<file path="src/rtl/lbt_pkg.sv">
// Shared types and constants for the learning bridge table with aging.
package lbt_pkg;

  localparam int TABLE_ENTRIES = 64;
  localparam int ADDR_W        = 32;
  localparam int PORT_W        = 8;
  localparam int TIME_W        = 32;
  localparam int COUNT_W       = 7;

  localparam logic [COUNT_W-1:0] COUNT_MAX = '1;

  typedef enum logic [1:0] {
    OP_LOOKUP = 2'd0,
    OP_LEARN  = 2'd1,
    OP_REMOVE = 2'd2,
    OP_PURGE  = 2'd3
  } op_t;

  typedef enum logic [1:0] {
    ST_DONE = 2'd0,
    ST_MISS = 2'd1,
    ST_FULL = 2'd2
  } status_t;

  typedef struct packed {
    op_t               operation;
    logic [ADDR_W-1:0] address;
    logic [PORT_W-1:0] port;
    logic [TIME_W-1:0] current_time;
    logic [TIME_W-1:0] cutoff_time;
  } req_t;

  typedef struct packed {
    logic               found;
    logic [PORT_W-1:0]  found_port;
    status_t            status;
    logic [COUNT_W-1:0] removed_count;
  } rsp_t;

  // Request travelling down the row of cells, collecting partial results.
  typedef struct packed {
    logic               active;
    req_t               req;
    logic               found;
    logic [PORT_W-1:0]  found_port;
    logic               claimed;
    logic [COUNT_W-1:0] removed_count;
  } tok_t;

  // End-of-pass broadcast that resolves a tentative insert.
  typedef struct packed {
    logic settle;
    logic commit;
  } settle_t;

endpackage

</file>
<file path="src/rtl/lbt_ctrl.sv">
// Request injection, end-of-pass settle and result buffering for the cell row.
module lbt_ctrl (
  input  logic             clk,
  input  logic             rst,
  input  logic             req_valid,
  output logic             req_ready,
  input  lbt_pkg::req_t    req,
  output logic             rsp_valid,
  input  logic             rsp_ready,
  output lbt_pkg::rsp_t    rsp,
  output lbt_pkg::tok_t    tok_head,
  input  lbt_pkg::tok_t    tok_tail,
  output lbt_pkg::settle_t settle
);

  logic          busy;
  logic          done_valid;
  lbt_pkg::rsp_t done;
  lbt_pkg::rsp_t result;
  logic          accept;
  logic          drain;

  assign req_ready = !busy && !done_valid;
  assign accept    = req_valid && req_ready;
  assign drain     = done_valid && (!rsp_valid || rsp_ready);

  always_comb begin
    tok_head               = '0;
    tok_head.active        = accept;
    tok_head.req           = req;
  end

  always_comb begin
    settle.settle = tok_tail.active;
    settle.commit = tok_tail.active && (tok_tail.req.operation == lbt_pkg::OP_LEARN) &&
                    !tok_tail.found && tok_tail.claimed;
  end

  always_comb begin
    result               = '0;
    result.found         = tok_tail.found;
    result.removed_count = tok_tail.removed_count;
    result.status        = lbt_pkg::ST_DONE;
    unique case (tok_tail.req.operation)
      lbt_pkg::OP_LOOKUP: begin
        result.found_port = tok_tail.found_port;
        if (!tok_tail.found) result.status = lbt_pkg::ST_MISS;
      end
      lbt_pkg::OP_LEARN: begin
        if (!tok_tail.found && !tok_tail.claimed) result.status = lbt_pkg::ST_FULL;
      end
      lbt_pkg::OP_REMOVE: begin
        if (!tok_tail.found) result.status = lbt_pkg::ST_MISS;
      end
      lbt_pkg::OP_PURGE: begin
        result.found = 1'b0;
      end
      default: ;
    endcase
  end

  always_ff @(posedge clk) begin
    if (rst) begin
      busy       <= 1'b0;
      done_valid <= 1'b0;
      rsp_valid  <= 1'b0;
    end else begin
      if (accept) begin
        busy <= 1'b1;
      end else if (tok_tail.active) begin
        busy <= 1'b0;
      end
      if (tok_tail.active) begin
        done_valid <= 1'b1;
      end else if (drain) begin
        done_valid <= 1'b0;
      end
      if (drain) begin
        rsp_valid <= 1'b1;
      end else if (rsp_ready) begin
        rsp_valid <= 1'b0;
      end
    end
  end

  always_ff @(posedge clk) begin
    if (tok_tail.active) done <= result;
    if (drain) rsp <= done;
  end

endmodule

</file>
<file path="config.mk">
export PLATFORM = sky130hd
export DESIGN_NAME = lbt_ctrl
export DESIGN_NICKNAME = d
export VERILOG_FILES = /design/src/rtl/lbt_pkg.sv /design/src/rtl/lbt_ctrl.sv
export SDC_FILE = /design/constraint.sdc
export NUM_CORES = 1
export LEC_CHECK = 0
export BUFFER_PORTS_ARGS = -buffer_cell sky130_fd_sc_hd__buf_4
export CORE_AREA = 8 8 142 144
export CTS_BUF_LIST = sky130_fd_sc_hd__clkbuf_4
export DETAILED_ROUTE_END_ITERATION = 12
export DIE_AREA = 0 0 150 152
export PLACE_DENSITY_LB_ADDON = 0.3
export SYNTH_ARGS = -nofsm -noshare
export SYNTH_HDL_FRONTEND = slang
export SYNTH_SLANG_ARGS = --single-unit
</file>
<file path="constraint.sdc">
create_clock -name clk -period 1.2 [get_ports clk]
set_input_delay 0.36 -clock clk [delete_from_list [all_inputs] [get_ports clk]]
set_output_delay 0.36 -clock clk [all_outputs]
set_load 0.01 [all_outputs]
</file>
==> results.py <==
metrics = {
    "run_status": {
        "status": "finished with violations",
        "violations": "setup timing",
    },
    "floorplanning": {
        "dieArea_mm2": 0.0228,
        "start_util": 0.126,
        "die_w_um": 150,
        "rows": 49,
        "io_pins": 380,
        "core_mm2": 0.0178,
        "die_y_um": 152,
    },
    "run": {
        "max_cap_viol_count": 0,
    },
    "drt": {
        "totalWireLength_mm": 7.53,
        "drt_pass1_iterations": 3,
        "ant_nets": 0,
        "vias": 957,
        "drt_iter0_markers": 44,
        "wl_per_cell_um": 20.3,
        "drc": 0,
        "viasPerCell": 2.59,
    },
    "setup_path": {
        "slowest_delay_ns": 0.35,
        "arrival_ns": 1.04,
        "critPathLaunchType": "flop",
        "worstPathMaxFanout": 3,
        "worstSetupEndpointType": "primary output",
        "crit_path_top_delay_cell": "dfxtp_2",
        "cp_cell_sequence": "nor3b_2 -> buf_4",
        "required_ns": 0.84,
        "criticalPathCategory": "flop to primary output",
    },
    "clock_tree": {
        "cts_buffer_depth": 2,
        "tritoncts": "done",
        "cts_buffers": 5,
        "path_clk_slew_ns": 0.11,
        "cts_root_buf": "clkbuf_4",
        "clock-sinks": 39,
        "cts_max_level": 2,
        "cts_hold_buffers": 0,
        "worstSkewPairLatency_ns": 0.34,
    },
    "cells_and_area": {
        "mostFrequentLayoutCells": "edfxtp_1, buf_4, buf_6",
        "antenna_cells": 0,
        "drive_gt1_frac": 0.475,
        "fillers": 2036,
        "multi_input_area_um2": 228,
        "final_common_cell": "edfxtp_1",
        "fin_nets": 374,
        "postLayoutCoreUtil": 0.124,
        "area_delta_synth_final_pct": -2.28,
        "seq_area_mm2": 0.00114,
    },
    "placement": {
        "detailed_place_hpwl_mm": 6.67,
        "io_buffer_count": 46,
        "gp_congestion": 0.641,
        "pre_cts_ws_ns": -0.193,
    },
    "pwr": {
        "power_frac_seq": 0.636,
        "clkPwrFrac": 0.254,
        "leakage_uw": 0.000806,
        "p_sw_uw": 566,
        "p_int_uw": 1980,
        "power_per_cell_area_mw_per_mm2": 1160,
        "vdd.ir_drop.worst_mv": 0.503,
        "pwr-share-comb": 0.111,
        "switching_share": 0.222,
    },
    "sta": {
        "finClkSkew_ns": 0.00875,
        "setup_tns_ns": -0.872,
        "finalSetupViolCount": 20,
        "finalMaxSlewViolations": 0,
        "min_period_ns": 1.40,
        "layout_setup_ws_ns": -0.205,
        "fmax_ghz": 0.712,
        "hold_viol_final": 0,
        "rsz0062_at_grt": "yes",
        "post-route-period-util": 1.17,
    },
    "logic_synthesis": {
        "netlist-cell-type-count": 18,
        "synthCells": 189,
        "seq_area_frac_synth": 0.508,
        "yosys-top-cells-area": "edfxtp_1, buf_4, dfxtp_1",
        "syn_area_per_cell_um2": 11.9,
        "ys_ff_latch": 39,
        "synth_warnings": 0,
        "synth_top_area_cell": "edfxtp_1",
        "synth.top_cell.area_share": 0.481,
        "syn_area_mm2": 0.00225,
    },
    "global_routing": {
        "antenna_found_initial": 0,
        "grt_max_degree": 19,
        "grt_pass1_vias": 933,
        "grt_usage": 0.0607,
        "grt_pass1_wl_mm": 9.34,
        "grt_overflow": 0,
    },
    "min_path": {
        "hold_class": "input port to flop",
    },
}
==> worst paths after layout <==
kind	end	slack [ns]	from	depth (start not counted)
worst max-delay path	tok_head[123]	-0.20	busy$_SDFFE_PP0P_	2
worst min-delay path	rsp_valid$_SDFFE_PP0P_	0.18	rst	2
worst max register to register	rsp[0]$_DFFE_PP_	0.10	done_valid$_SDFFE_PP0P_	2
worst min register to register	rsp[2]$_DFFE_PP_	0.43	done[2]$_DFFE_PP_	0
==> power groups by stage <==
stage	Clock, µW	Combinational (µW)	Sequential (µW)
after floorplan	0	478	1650
after detailed placement	0	255	1640
after global placement	0	254	1640
after CTS	699	283	1620
final	645	281	1620
after global routing	742	305	1630
==> cell usage after synthesis <==
cell type	n
buf_4	125
edfxtp_1	36
and2_1	8
dfxtp_1	3
nor2_1	3
nand2b_1	2
a21boi_0	1
a21oi_1	1
and2_2	1
and4_1	1
conb_1	1
inv_1	1
nor2_2	1
nor2b_1	1
nor3b_2	1
nor4b_2	1
o21ba_1	1
o31ai_1	1
==> logic make-up after synthesis <==
kind of cell	synth area share
buffers and inverters	0.419
DFF	0.508
and+or+nand+nor	0.0579
AOI/OAI and AO/OA	0.0134
other	0.00167
==> state kept, by name, summed over array words and instances, names as in the netlist <==
register and count:
done 18, busy 1, rsp_valid 1, rsp 18, done_valid 1
==> worst max-delay path, delay by kind of cell, from the launching register on <==
family | cells | cell delay (ns)
flip-flops | 1 | 0.35
AND/OR/NAND/NOR | 1 | 0.20
buffers and inverters | 1 | 0.15
==> metrics by stage <==
stage	std cells	power [µW]	hold slack [ns]	instance area [µm²]
3_3_place_gp	360	1890	0.401	2040
3_5_place_dp	360	1900	0.405	2040
2_1_floorplan	205	2130	0.400	2310
5_1_grt	370	2670	0.148	2200
6_report	370	2540	0.176	2200
4_1_cts	370	2600	0.148	2190
==> timing repair <==
action / 4_1_cts / 5_1_grt
endpoints found under the setup margin: 40 / 22
resized for setup: 24 / 4
pin swaps: 3 / 1
buffers inserted: 2 / 1
==> area by class of cell <==
cell class	count	share of cell area
timing repair buffer	53	0.219
clock buffer	6	0.0205
tap	229	0.130
clock inverter	2	0.00342
sequential	39	0.521
multi-input combinational	40	0.104
inverter	1	0.00171
==> per-layer routing <==
layer,up-vias,share of wire,track usage
met3,30,0.29,0.0772
met1,394,0.21,0.0343
li1,372,-,-
met5,-,0,0
met2,161,0.45,0.0961
met4,0,0.053,0.0386
No activity file was read; power rests on OpenSTA's default activity.
