<file path="src/rtl/lbt_pkg.sv">
// Shared types and constants for the learning bridge table with aging.
package lbt_pkg;

  localparam int TABLE_ENTRIES = 64;
  localparam int ADDR_W        = 32;
  localparam int PORT_W        = 8;
  localparam int TIME_W        = 32;
  localparam int COUNT_W       = 7;

  localparam logic [COUNT_W-1:0] COUNT_MAX = '1;

  typedef enum logic [1:0] {
    OP_LOOKUP = 2'd0,
    OP_LEARN  = 2'd1,
    OP_REMOVE = 2'd2,
    OP_PURGE  = 2'd3
  } op_t;

  typedef enum logic [1:0] {
    ST_DONE = 2'd0,
    ST_MISS = 2'd1,
    ST_FULL = 2'd2
  } status_t;

  typedef struct packed {
    op_t               operation;
    logic [ADDR_W-1:0] address;
    logic [PORT_W-1:0] port;
    logic [TIME_W-1:0] current_time;
    logic [TIME_W-1:0] cutoff_time;
  } req_t;

  typedef struct packed {
    logic               found;
    logic [PORT_W-1:0]  found_port;
    status_t            status;
    logic [COUNT_W-1:0] removed_count;
  } rsp_t;

  // Request travelling down the row of cells, collecting partial results.
  typedef struct packed {
    logic               active;
    req_t               req;
    logic               found;
    logic [PORT_W-1:0]  found_port;
    logic               claimed;
    logic [COUNT_W-1:0] removed_count;
  } tok_t;

  // End-of-pass broadcast that resolves a tentative insert.
  typedef struct packed {
    logic settle;
    logic commit;
  } settle_t;

endpackage

</file>
<file path="src/rtl/lbt_cell.sv">
// One table slot: holds an entry and processes the request passing through it.
module lbt_cell (
  input  logic            clk,
  input  logic            rst,
  input  lbt_pkg::tok_t   tok_in,
  input  lbt_pkg::settle_t settle,
  output lbt_pkg::tok_t   tok_out
);

  logic                        valid;
  logic                        pending;
  logic [lbt_pkg::ADDR_W-1:0]  address;
  logic [lbt_pkg::PORT_W-1:0]  port;
  logic [lbt_pkg::TIME_W-1:0]  stamp;

  logic          match;
  logic          claim;
  logic          refresh;
  logic          drop;
  lbt_pkg::tok_t tok_next;

  assign match = tok_in.active && valid && (address == tok_in.req.address);

  always_comb begin
    tok_next = tok_in;
    claim    = 1'b0;
    refresh  = 1'b0;
    drop     = 1'b0;
    if (tok_in.active) begin
      unique case (tok_in.req.operation)
        lbt_pkg::OP_LOOKUP: begin
          if (match) begin
            tok_next.found      = 1'b1;
            tok_next.found_port = port;
          end
        end
        lbt_pkg::OP_LEARN: begin
          if (match) begin
            tok_next.found = 1'b1;
            refresh        = 1'b1;
          end else if (!valid && !tok_in.claimed) begin
            // take the lowest free slot tentatively; settled at end of pass
            tok_next.claimed = 1'b1;
            claim            = 1'b1;
          end
        end
        lbt_pkg::OP_REMOVE: begin
          if (match) begin
            tok_next.found = 1'b1;
            drop           = 1'b1;
          end
        end
        lbt_pkg::OP_PURGE: begin
          if (valid && (stamp <= tok_in.req.cutoff_time)) begin
            drop = 1'b1;
            if (tok_in.removed_count != lbt_pkg::COUNT_MAX) begin
              tok_next.removed_count = tok_in.removed_count + lbt_pkg::COUNT_W'(1);
            end
          end
        end
        default: ;
      endcase
    end
  end

  always_ff @(posedge clk) begin
    if (rst) begin
      valid          <= 1'b0;
      pending        <= 1'b0;
      tok_out.active <= 1'b0;
    end else begin
      tok_out.active <= tok_next.active;
      if (drop) begin
        valid <= 1'b0;
      end else if (settle.settle && pending) begin
        valid <= settle.commit;
      end
      if (claim) begin
        pending <= 1'b1;
      end else if (settle.settle) begin
        pending <= 1'b0;
      end
    end
    tok_out.req           <= tok_next.req;
    tok_out.found         <= tok_next.found;
    tok_out.found_port    <= tok_next.found_port;
    tok_out.claimed       <= tok_next.claimed;
    tok_out.removed_count <= tok_next.removed_count;
  end

  always_ff @(posedge clk) begin
    if (claim || refresh) begin
      port  <= tok_in.req.port;
      stamp <= tok_in.req.current_time;
    end
    if (claim) begin
      address <= tok_in.req.address;
    end
  end

endmodule

</file>
<file path="config.mk">
export PLATFORM = sky130hd
export DESIGN_NAME = lbt_cell
export DESIGN_NICKNAME = d
export VERILOG_FILES = /design/src/rtl/lbt_pkg.sv /design/src/rtl/lbt_cell.sv
export SDC_FILE = /design/constraint.sdc
export NUM_CORES = 1
export LEC_CHECK = 0
export BUFFER_PORTS_ARGS = -buffer_cell sky130_fd_sc_hd__buf_2
export CAP_MARGIN = 10
export CORE_ASPECT_RATIO = 1.75
export CORE_MARGIN = 1.5
export CORE_UTILIZATION = 30
export DETAILED_ROUTE_END_ITERATION = 6
export SLEW_MARGIN = 20
export SYNTH_ARGS = -nofsm -noshare
export SYNTH_HDL_FRONTEND = slang
export SYNTH_SLANG_ARGS = --single-unit
</file>
<file path="constraint.sdc">
create_clock -name clk -period 11.4 [get_ports clk]
set_input_delay 1.14 -clock clk [delete_from_list [all_inputs] [get_ports clk]]
set_output_delay 1.14 -clock clk [all_outputs]
set_load 0.05 [all_outputs]
</file>
==> metrics.txt <==
LEAKAGE=3.824 nW; Startpoint Class=input port; count of cell types in the netlist=37; period utilization=28.52%; fraction of layout cells with a size suffix above 1=42.82%; Setup CP Type=in2reg; Syn Inst Count=412; measured slew at the worst slew-check pin=812.3 ps; register bit total from synthesis=198; crit-path max cell delay=640 ps; setup bufs post-CTS=0; RSZ-0062 raised after global routing=no; Critical Path AT=3560 ps; DRC marker count from the first detailed-route iteration=117; ys flop type=dfxtp_1; First-pass DRT Iterations=6; top-level port count=252; min-delay worst type=reg2reg; die height=195.2 um; first-pass GRT wire length=21,470 um; largest net degree at the start of global routing=41; Setup Viol. Count Final=0; WP data required=11,710 ps; CTS Buf Count=17; Bufs on Longest Clock Path=2; Clock Skew=12.09 ps; clock sink total=198; Routed WL=14,020 um; sw frac=25.37%; crit path capture type=flip-flop; port buffer count=251; Cell Pwr Density=182.0 mW/mm2; Combinational Power Share=11.4%; GR Overflow Total=0; H-tree depth=4; clock power share=38.9%; core area=0.02085 mm2; antenna viol nets, final=0; # hold bufs at CTS=0; Async SR Flop Fraction=0%; final slew viol count=0; Slew headroom=45.35%; Synth-to-Final Area Change=34.56%; Total Nets Final=849; cts repair resizes=0; vias in the first global route=4,188; crit-path leading delay family=simple AND/OR/NAND/NOR gates; Buf/Inv on CP=2; CTS root buf=clkbuf_16; Via-to-Cell Ratio=4.284; CTS tree=built; wire length per cell=14.75 um; Multi-input gate area=0.001511 mm2; std cell rows=70; Syn Area/Cell=15.38 um2; Post-Syn Nets=578; final hold vios=0; CTS clk-pin slew, worst paths=70 ps; initial antenna violation count=3; Cell Int Power=1.158 mW; Reg power frac=49.7%; Starting Density=30.39%; Clock Latency Late Sink=430 ps; sequential cell area=0.004684 mm2; die width=112.8 um; detailed placement HPWL=11,170 um; Post-Synthesis Cell Area=0.006335 mm2; number of synthesized flops with an enable pin=72; status=complete, no violations; post-synthesis sequential area ratio=73.95%; total die area=0.02203 mm2; peak supply drop=0.1028 mV; max cap viols=0; P_sw=393.6 uW; synth warn=0; routability cong.=0.7412; CP Max Fanout=6; Critical-path top delay cell=nor4_1; Global Route Usage Sum=13.18%; maximum clock rate=307.5 MHz; Sum Neg Setup Slack=0 ps; post-layout min period=3252 ps; residual DRC count=0; via count=4,074; Critical Path, Cell by Cell=buf_2 > inv_1 > ha_1 > nand4_1 > nor4_1 > nand3_1 > a2111oi_4 > mux2_1; # fillers=1,995; Finished Core Util=40.89%
## worst register-to-register path, stage by stage, from the launching register on
cell and delay [ps]:
edfxtp_1 360, ha_1 330, nand4_1 170, nor4_1 650, nand3_1 380, a2111oi_4 440, mux2_1 340
## path summary, 6_finish.rpt
path | start | end | slack (ps) | depth (start not counted)
min | port[5] | tok_out[13] | 460 | 1
max reg2reg | stamp[29] | tok_out[5] | 8630 | 6
max | tok_in[46] | tok_out[5] | 8150 | 8
min reg2reg | port[5] | tok_out[13] | 460 | 1
## registers in the layout (all words and copies together) (netlist names)
signal,cells
port,8
address,32
tok_out,124
valid,1
stamp,32
pending,1
## layout make-up
cell class / count / area share [%]
tap: 252 / 3.699
clock buffer: 23 / 5.622
sequential: 198 / 54.95
antenna: 3 / 0.08807
timing repair buffer: 253 / 14.91
multi-input combinational: 176 / 17.73
clock inverter: 9 / 1.365
inverter: 37 / 1.629
## power groups by stage
stage          sequential [mW]  combinational (mW)  clock, mW
5_1_grt                  0.774               0.189      0.652
3_3_place_gp             0.787               0.178          0
6_report                 0.771               0.176      0.604
2_1_floorplan            0.872              0.0297          0
3_5_place_dp             0.787               0.179          0
4_1_cts                  0.771               0.179      0.628
## kinds of logic (layout without fill, tap and decap cells)
family / count (synthesis) / count (layout) / synth area share, %
DFF: 198 / 198 / 73.95
and+or+nand+nor: 55 / 55 / 4.819
adders and majority gates: 38 / 38 / 7.505
buffers and inverters: 38 / 322 / 2.370
AOI/OAI and AO/OA: 37 / 37 / 4.484
xor gates and xnor gates: 33 / 33 / 4.563
muxes: 13 / 13 / 2.311
other: 0 / 3 / 0
## cells in the mapped netlist (2+ instances only)
library cell	number	share of area (%)
mux2_1	2	0.36
inv_1	37	2.2
o21ai_0	2	0.16
mux2_2	11	2.0
nand4_1	15	1.5
xor2_1	9	1.2
nor2b_1	2	0.20
a21o_1	5	0.59
dfxtp_1	126	40
edfxtp_1	72	34
and3_1	2	0.20
ha_1	38	7.5
a211oi_1	5	0.59
nor2_1	2	0.12
xnor2_1	24	3.3
nand3_1	11	0.87
nor4_1	5	0.49
nand2_1	11	0.65
nand2b_1	2	0.20
a21oi_1	14	1.1
## metal layers
metal | up-vias | part of all wire [%] | track usage, %
li1 | 2010 | - | -
met3 | 22 | 7.3 | 4.593
met2 | 167 | 55 | 24.77
met5 | - | 0 | 0
met1 | 1875 | 34 | 12.13
met4 | 0 | 3.1 | 7.220
## stage by stage
stage / hold slack (ps) / power [mW] / area [um2] / instances / worst slack, ps
after floorplan: 449.4 / 0.9015 / 6335 / 412 / 6232
after global placement: 452.4 / 0.9645 / 7921 / 916 / 7591
after detailed placement: 458.4 / 0.9662 / 7921 / 916 / 7578
after CTS: 468.3 / 1.579 / 8517 / 948 / 8028
after global routing: 489.3 / 1.615 / 8519 / 949 / 7939
final: 464.2 / 1.552 / 8524 / 951 / 8148
## layout by cell type (no fill, tap or decap), types with 14 or more instances in the layout
master       n
a21oi_1     14
buf_2      251
clkbuf_16   18
dfxtp_1    126
edfxtp_1    72
ha_1        38
inv_1       37
nand4_1     15
xnor2_1     24
Note: power is estimated with default switching activity, not from simulation.
